[src/hw/rtl/ecl_pkg.sv]
// Shared types and constants for the escaped command channel loader.
package ecl_pkg;

  localparam int unsigned ChannelCount = 512;
  localparam int unsigned ChanW        = $clog2(ChannelCount);
  localparam int unsigned IdxW         = 9;
  localparam int unsigned ByteW        = 8;
  localparam int unsigned CfgIdxW      = 2;
  localparam int unsigned InDataW      = 8;
  localparam int unsigned OutDataW     = 24;

  // Register indexes on the configuration channel
  localparam logic [CfgIdxW-1:0] CfgEscape   = 2'd0;
  localparam logic [CfgIdxW-1:0] CfgLoadOp   = 2'd1;
  localparam logic [CfgIdxW-1:0] CfgClearOp  = 2'd2;

  localparam logic [ByteW-1:0] EscapeReset  = 8'd125;
  localparam logic [ByteW-1:0] LoadOpReset  = 8'd102;
  localparam logic [ByteW-1:0] ClearOpReset = 8'd101;

  typedef enum logic [1:0] {
    ModeIdle   = 2'd0,
    ModeLoad   = 2'd1,
    ModeIgnore = 2'd2
  } mode_e;

  typedef struct packed {
    logic [ByteW-1:0] escape_byte;
    logic [ByteW-1:0] load_opcode;
    logic [ByteW-1:0] clear_errors_opcode;
  } cfg_t;

  typedef struct packed {
    logic [IdxW-1:0]  channel_index;
    logic [ByteW-1:0] channel_value;
    logic             store_strobe;
    logic             final_channel;
  } result_t;

endpackage

[src/hw/rtl/ecl_cfg.sv]
// Configuration register file: escape byte and the two opcodes.
module ecl_cfg (
  input  logic                        clk_i,
  input  logic                        rst_ni,
  input  logic                        cfg_valid_i,
  output logic                        cfg_ready_o,
  input  logic [ecl_pkg::CfgIdxW-1:0] cfg_index_i,
  input  logic [ecl_pkg::ByteW-1:0]   cfg_data_i,
  output ecl_pkg::cfg_t               cfg_o
);
  import ecl_pkg::*;

  cfg_t cfg_q, cfg_d;

  assign cfg_ready_o = 1'b1;

  always_comb begin
    cfg_d = cfg_q;
    if (cfg_valid_i) begin
      case (cfg_index_i)
        CfgEscape:  cfg_d.escape_byte         = cfg_data_i;
        CfgLoadOp:  cfg_d.load_opcode         = cfg_data_i;
        CfgClearOp: cfg_d.clear_errors_opcode = cfg_data_i;
        default:    cfg_d = cfg_q; // drop writes beyond the register list
      endcase
    end
  end

  always_ff @(posedge clk_i or negedge rst_ni) begin
    if (!rst_ni) begin
      cfg_q.escape_byte         <= EscapeReset;
      cfg_q.load_opcode         <= LoadOpReset;
      cfg_q.clear_errors_opcode <= ClearOpReset;
    end else begin
      cfg_q <= cfg_d;
    end
  end

  assign cfg_o = cfg_q;

endmodule

[src/hw/rtl/ecl_cmd.sv]
// Input register, escape/opcode decoder and channel counter.
module ecl_cmd (
  input  logic                      clk_i,
  input  logic                      rst_ni,
  input  ecl_pkg::cfg_t             cfg_i,
  input  logic                      in_valid_i,
  output logic                      in_ready_o,
  input  logic [ecl_pkg::ByteW-1:0] in_byte_i,
  input  logic                      in_writable_i,
  input  logic                      advance_i,
  output logic                      res_valid_o,
  output ecl_pkg::result_t          res_o
);
  import ecl_pkg::*;

  logic             in_valid_q;
  logic [ByteW-1:0] in_byte_q;
  logic             in_wr_q;
  logic             esc_q, esc_d;
  mode_e            mode_q, mode_d;
  logic [ChanW-1:0] chan_q, chan_d;
  logic             proc;
  logic             emit;
  logic             last;
  logic [ChanW+IdxW-1:0] chan_ext;

  assign proc       = in_valid_q && advance_i;
  assign in_ready_o = !in_valid_q || advance_i;
  assign last       = (chan_q == ChanW'(ChannelCount - 1));
  assign chan_ext   = {{IdxW{1'b0}}, chan_q};

  always_comb begin
    esc_d  = esc_q;
    mode_d = mode_q;
    chan_d = chan_q;
    emit   = 1'b0;
    if (proc) begin
      if (!esc_q && in_byte_q == cfg_i.escape_byte) begin
        esc_d = 1'b1;
      end else if (esc_q && in_byte_q != cfg_i.escape_byte) begin
        // opcode byte
        esc_d = 1'b0;
        if (in_byte_q == cfg_i.load_opcode) begin
          mode_d = ModeLoad;
          chan_d = '0;
        end else if (in_byte_q != cfg_i.clear_errors_opcode) begin
          mode_d = ModeIgnore;
        end
      end else begin
        // data byte, including a doubled escape
        esc_d = 1'b0;
        if (mode_q != ModeLoad) begin
          mode_d = ModeIdle;
        end else begin
          emit = 1'b1;
          if (last) begin
            chan_d = '0;
            mode_d = ModeIdle;
          end else begin
            chan_d = chan_q + ChanW'(1);
          end
        end
      end
    end
  end

  always_ff @(posedge clk_i or negedge rst_ni) begin
    if (!rst_ni) begin
      in_valid_q <= 1'b0;
      esc_q      <= 1'b0;
      mode_q     <= ModeIdle;
      chan_q     <= '0;
    end else begin
      if (in_ready_o) begin
        in_valid_q <= in_valid_i;
      end
      esc_q  <= esc_d;
      mode_q <= mode_d;
      chan_q <= chan_d;
    end
  end

  always_ff @(posedge clk_i) begin
    if (in_ready_o && in_valid_i) begin
      in_byte_q <= in_byte_i;
      in_wr_q   <= in_writable_i;
    end
  end

  assign res_valid_o         = emit;
  assign res_o.channel_index = chan_ext[IdxW-1:0];
  assign res_o.channel_value = in_byte_q;
  assign res_o.store_strobe  = in_wr_q;
  assign res_o.final_channel = last;

  a_final_wraps: assert property (@(posedge clk_i) disable iff (!rst_ni)
    (emit && last) |=> (chan_q == '0 && mode_q == ModeIdle))
    else $error("channel counter did not wrap after the final channel");

  a_escape_arms: assert property (@(posedge clk_i) disable iff (!rst_ni)
    (proc && !esc_q && in_byte_q == cfg_i.escape_byte) |=> esc_q)
    else $error("lone escape did not arm opcode mode");

  a_emit_in_load: assert property (@(posedge clk_i) disable iff (!rst_ni)
    emit |-> (mode_q == ModeLoad && in_valid_q && advance_i))
    else $error("result produced outside load mode");

  a_no_advance_hold: assert property (@(posedge clk_i) disable iff (!rst_ni)
    !proc |=> ($stable(chan_q) && $stable(esc_q)))
    else $error("decoder state moved without a processed byte");

endmodule

[src/hw/rtl/ecl_out.sv]
// Result register driving the master-side stream.
module ecl_out (
  input  logic             clk_i,
  input  logic             rst_ni,
  input  logic             res_valid_i,
  input  ecl_pkg::result_t res_i,
  output logic             advance_o,
  output logic             out_valid_o,
  input  logic             out_ready_i,
  output ecl_pkg::result_t out_o
);
  import ecl_pkg::*;

  logic    out_valid_q;
  result_t out_q;

  // Hold the result while the receiver stalls
  assign advance_o = !out_valid_q || out_ready_i;

  always_ff @(posedge clk_i or negedge rst_ni) begin
    if (!rst_ni) begin
      out_valid_q <= 1'b0;
    end else if (advance_o) begin
      out_valid_q <= res_valid_i;
    end
  end

  always_ff @(posedge clk_i) begin
    if (advance_o && res_valid_i) begin
      out_q <= res_i;
    end
  end

  assign out_valid_o = out_valid_q;
  assign out_o       = out_q;

endmodule

[src/hw/rtl/escaped_command_channel_loader.sv]
// Escaped command channel loader: turns a received byte stream into channel writes.
//
// Slave stream: one received byte per transfer, s_axis_tdata = rx_byte and
// s_axis_tuser = table_writable. A lone escape byte arms opcode mode and the
// next byte is decoded as an opcode; a doubled escape passes on as data. The
// load opcode starts loading at channel 0, the clear-errors opcode keeps the
// mode, any other opcode selects ignore mode. In load mode each data byte
// gives one master transfer: channel index, value, store strobe (tuser) and
// tlast on the final channel, after which the block returns to idle.
// Configuration channel: register 0 escape byte, 1 load opcode, 2 clear-errors
// opcode; always ready. The user must write it only while the stream is quiet;
// the block itself does not enforce this. A byte lands in the input register
// at its transfer; the decode is combinational and the result register loads
// its result, waiting while the master side stalls. Throughput: one byte per
// cycle while the master side does not stall, set by the single decode stage
// between the two registers. Reset clears the decoder to idle, channel 0 and the
// default register values. When the master side stalls, the held result blocks
// the decode stage and s_axis_tready drops once the input register is full as well.
module escaped_command_channel_loader (
  input  logic                         clk_i,
  input  logic                         rst_ni,
  input  logic                         s_axis_tvalid,
  output logic                         s_axis_tready,
  input  logic [ecl_pkg::InDataW-1:0]  s_axis_tdata,  // [7:0] rx_byte
  input  logic [0:0]                   s_axis_tuser,  // [0] table_writable
  output logic                         m_axis_tvalid,
  input  logic                         m_axis_tready,
  output logic [ecl_pkg::OutDataW-1:0] m_axis_tdata,  // [8:0] channel_index,
                                                      // [16:9] channel_value
  output logic [0:0]                   m_axis_tuser,  // [0] store_strobe
  output logic                         m_axis_tlast,  // final_channel
  input  logic                         cfg_valid_i,
  output logic                         cfg_ready_o,
  input  logic [ecl_pkg::CfgIdxW-1:0]  cfg_index_i,
  input  logic [ecl_pkg::ByteW-1:0]    cfg_data_i
);
  import ecl_pkg::*;

  cfg_t    cfg;
  result_t res;
  result_t out;
  logic    res_valid;
  logic    advance;

  ecl_cfg u_cfg (
    .clk_i       (clk_i),
    .rst_ni      (rst_ni),
    .cfg_valid_i (cfg_valid_i),
    .cfg_ready_o (cfg_ready_o),
    .cfg_index_i (cfg_index_i),
    .cfg_data_i  (cfg_data_i),
    .cfg_o       (cfg)
  );

  ecl_cmd u_cmd (
    .clk_i         (clk_i),
    .rst_ni        (rst_ni),
    .cfg_i         (cfg),
    .in_valid_i    (s_axis_tvalid),
    .in_ready_o    (s_axis_tready),
    .in_byte_i     (s_axis_tdata[ByteW-1:0]),
    .in_writable_i (s_axis_tuser[0]),
    .advance_i     (advance),
    .res_valid_o   (res_valid),
    .res_o         (res)
  );

  ecl_out u_out (
    .clk_i       (clk_i),
    .rst_ni      (rst_ni),
    .res_valid_i (res_valid),
    .res_i       (res),
    .advance_o   (advance),
    .out_valid_o (m_axis_tvalid),
    .out_ready_i (m_axis_tready),
    .out_o       (out)
  );

  assign m_axis_tdata = {{(OutDataW - IdxW - ByteW){1'b0}},
                         out.channel_value, out.channel_index};
  assign m_axis_tuser = out.store_strobe;
  assign m_axis_tlast = out.final_channel;

endmodule

[config.mk]
export PLATFORM = sky130hd
export DESIGN_NAME = escaped_command_channel_loader
export DESIGN_NICKNAME = d
export VERILOG_FILES = /design/src/hw/rtl/ecl_pkg.sv /design/src/hw/rtl/ecl_cfg.sv /design/src/hw/rtl/ecl_cmd.sv /design/src/hw/rtl/ecl_out.sv /design/src/hw/rtl/escaped_command_channel_loader.sv
export SDC_FILE = /design/constraint.sdc
export NUM_CORES = 1
export LEC_CHECK = 0
export BUFFER_PORTS_ARGS = -buffer_cell sky130_fd_sc_hd__buf_2
export CAP_MARGIN = 40
export CORE_AREA = 2 2 102 104
export DETAILED_ROUTE_END_ITERATION = 8
export DIE_AREA = 0 0 104 106
export PLACE_DENSITY = 0.5
export SYNTH_ARGS = -nofsm -noshare
export SYNTH_HDL_FRONTEND = slang
export SYNTH_SLANG_ARGS = --single-unit
[constraint.sdc]
create_clock -name clk_i -period 2.8 [get_ports clk_i]
set_clock_uncertainty 0.15 [all_clocks]
set_input_delay 0.42 -clock clk_i [delete_from_list [all_inputs] [get_ports clk_i]]
set_output_delay 0.42 -clock clk_i [all_outputs]
set_load 0.02 [all_outputs]
==> results.ini <==
[worst_hold_path]
holdPathStages = 1
hp-class = in -> reg
holdPathEnd = u_cmd.in_byte_q[2]
hp-start = s_axis_tdata[2]

[route]
dr_total_vias = 1763
drc_errors = 0
vias_per_cell = 4.39
drt_iter0_drc = 63
drt-total-wl_mm = 5.81
first_pass_iters = 4
antenna_left = 0
post_drt_wl_per_cell_um = 14.5

[yosys]
syn_inst = 202
netlist_top_cells_area = edfxtp_1 29%, dfrtp_1 21%, dfstp_2 13%
synth_flop_cell = edfxtp_1
synth-seq-cells = 66
ys_seq_area_frac = 0.622
ys_async_sr_fraction = 0.576
synth_largest_area_cell = edfxtp_1
synth_edf_count = 28
synth_cell_types = 39
synth_common_cells = 28 x edfxtp_1, 24 x dfrtp_1, 24 x mux2_2
yosysTopAreaCellShare = 0.289
yosysMostFrequentCell = edfxtp_1
avgSynthCellArea_um2 = 14.4
synth_area_um2 = 2910
ys_warn_count = 0

[pwr]
p_sw_frac = 0.233
ir_worst_vdd_mv = 0.247
leakagePower_nw = 1.40
pwr-share-comb = 0.104
clock_power_share = 0.387
netSwitchingPower_uw = 537
powerDensity_nw_per_um2 = 649
internal_power_mw = 1.76
seqPwrFrac = 0.508

[placement]
gp_congestion = 0.715
io_buffers = 44
place_hpwl_mm = 4.25

[global_routing]
grt_pass1_vias = 1823
grt_max_degree = 25
grt_pass1_wl_mm = 9.41
antenna_found_initial = 0
grtUsageTotal = 0.113
grt_overflow = 0

[floorplanning]
core-area_um2 = 10000
die_y_um = 106
die_width_um = 104
initial_utilization = 0.291
ios = 53
dieArea_um2 = 11000
std_cell_rows = 37

[flow_run]
max_cap_violations = 0

[clock_network]
clk_pin_slew_ns = 0.07
cts_sinks = 66
cts_resized = 0
cts_buffer_depth = 2
cts_tree = yes
clk_latency_ns = 0.34
clock_tree.root_cell = clkbuf_8
cts_setup_buffers = 0
numCtsBuffers = 9
h-tree-depth = 3

[worst_setup_path]
crit_type = reg -> reg
reg2regPathDepth = 6
endpoint_kind = flop
r2r_slack_ns = 0.31
r2r_end = u_cmd.chan_q[8]
arrival_ns = 2.57
cp-start-kind = flop
reg2reg_from = u_cmd.in_byte_q[5]
critPathMaxFanout = 11
critPathRequiredTime_ns = 2.88

[timing]
setup-violations-final = 0
tns_ns = 0
hold_slack_ns = 0.103
hold_violations = 0
fin_crit_ns = 2.49
worst_pin_slew_ns = 0.553
fin_crit_sh = 0.889
relSlewSlack = 0.631
max_freq_ghz = 0.402
rsz0062_at_grt = false
slew_violations = 0

[cells_and_area]
syn_to_final_growth_pct = 21.9
diodes = 0
fin_nets = 287
drive_above_1_share = 0.417

[outcome]
status = finished clean

[sequential cells by signal, summed over array words and instances (netlist names)]
register           flops
u_out.out_valid_o      1
u_cmd.esc_q            1
u_cfg.cfg_o           24
u_cmd.mode_q           2
u_cmd.in_wr_q          1
u_cmd.chan_q           9
u_cmd.in_valid_q       1
u_out.out_o           19
u_cmd.in_byte_q        8
[critical path, stage by stage, from the launching register on]
cell and delay [ns]:
edfxtp_1 0.46, xor2_1 0.20, nor4_4 0.38, a21oi_1 0.13
and4b_1 0.53, or2_4 0.23, mux2_4 0.29
[how the worst max path moves through the flow]
stage	slack, ns	start	depth (start not counted)	end
global route	0.18	u_cmd.in_byte_q[5]	6	u_cmd.chan_q[8]
floorplan	0.43	u_cmd.chan_q[0]	10	u_cmd.mode_q[0]
finish	0.31	u_cmd.in_byte_q[5]	6	u_cmd.chan_q[8]
detailed placement	0.32	u_cmd.in_byte_q[5]	6	u_cmd.chan_q[8]
global placement	0.37	u_cmd.in_byte_q[5]	6	u_cmd.chan_q[8]
CTS	0.31	u_cmd.in_byte_q[5]	6	u_cmd.chan_q[8]
[cell usage in the layout (no fill, tap or decap), types with 3 or more instances in the layout]
master	instances
buf_2	44
edfxtp_1	28
mux2_2	24
dfrtp_1	24
xor2_1	16
dfstp_2	14
clkbuf_8	10
xnor2_1	8
conb_1	8
buf_4	8
nand2b_1	7
o32ai_1	5
o2bb2ai_1	5
nand3_1	4
nand2_1	4
nor2_1	4
and3_1	4
inv_1	4
nand3b_1	3
and2_1	3
nand4_1	3
or3_1	3
o21ai_0	3
nor4_1	3
[cell families (layout without fill, tap and decap cells)]
logic type      Yosys count  after routing  synth area share
fa+ha+maj                 2              2           0.00860
simple gates             46             46             0.105
buf+inv                  16             74            0.0340
other cells               2              8           0.00258
compound gates           19             19            0.0486
xor+xnor                 24             24            0.0723
mux                      27             27             0.107
flops                    66             66             0.622
[timing repair]
action                     4_1_cts  5_1_grt
hold buffers                     1        0
setup endpoints to repair        0        0
hold endpoints to repair        10        0
[metrics by stage]
stage / power (mW) / worst slack [ns] / utilization / instance area [µm²] / cells
after floorplan: 1.36 / 0.430 / - / 2930 / 208
after global placement: 1.43 / 0.367 / 0.330 / 3300 / 384
after detailed placement: 1.44 / 0.316 / 0.332 / 3320 / 385
after CTS: 2.33 / 0.306 / 0.355 / 3550 / 402
after global routing: 2.40 / 0.183 / 0.355 / 3550 / 402
final: 2.30 / 0.311 / 0.355 / 3550 / 402
[layout make-up]
type / count / area [µm²]
sequential: 66 / 1810
clock inverter: 5 / 77.6
inverter: 4 / 15.0
multi-input combinational: 126 / 1020
tap: 136 / 170
timing repair buffer: 54 / 310
fill: 1027 / 6450
clock buffer: 11 / 141
[power groups by stage]
stage | registers [mW] | logic, mW | clock network, mW
finish | 1.17 | 0.240 | 0.891
global route | 1.18 | 0.265 | 0.955
CTS | 1.17 | 0.248 | 0.915
detailed placement | 1.19 | 0.247 | 0
global placement | 1.19 | 0.240 | 0
floorplan | 1.18 | 0.181 | 0
[layer usage]
metal / vias to the layer above / wire [µm] / GRT usage
met3: 8 / 200 / 0.0307
met5: - / 0 / 0
met4: 0 / 74 / 0.0521
met1: 876 / 2520 / 0.131
met2: 39 / 3020 / 0.195
li1: 840 / - / -
No activity file was read; power rests on OpenSTA's default activity.
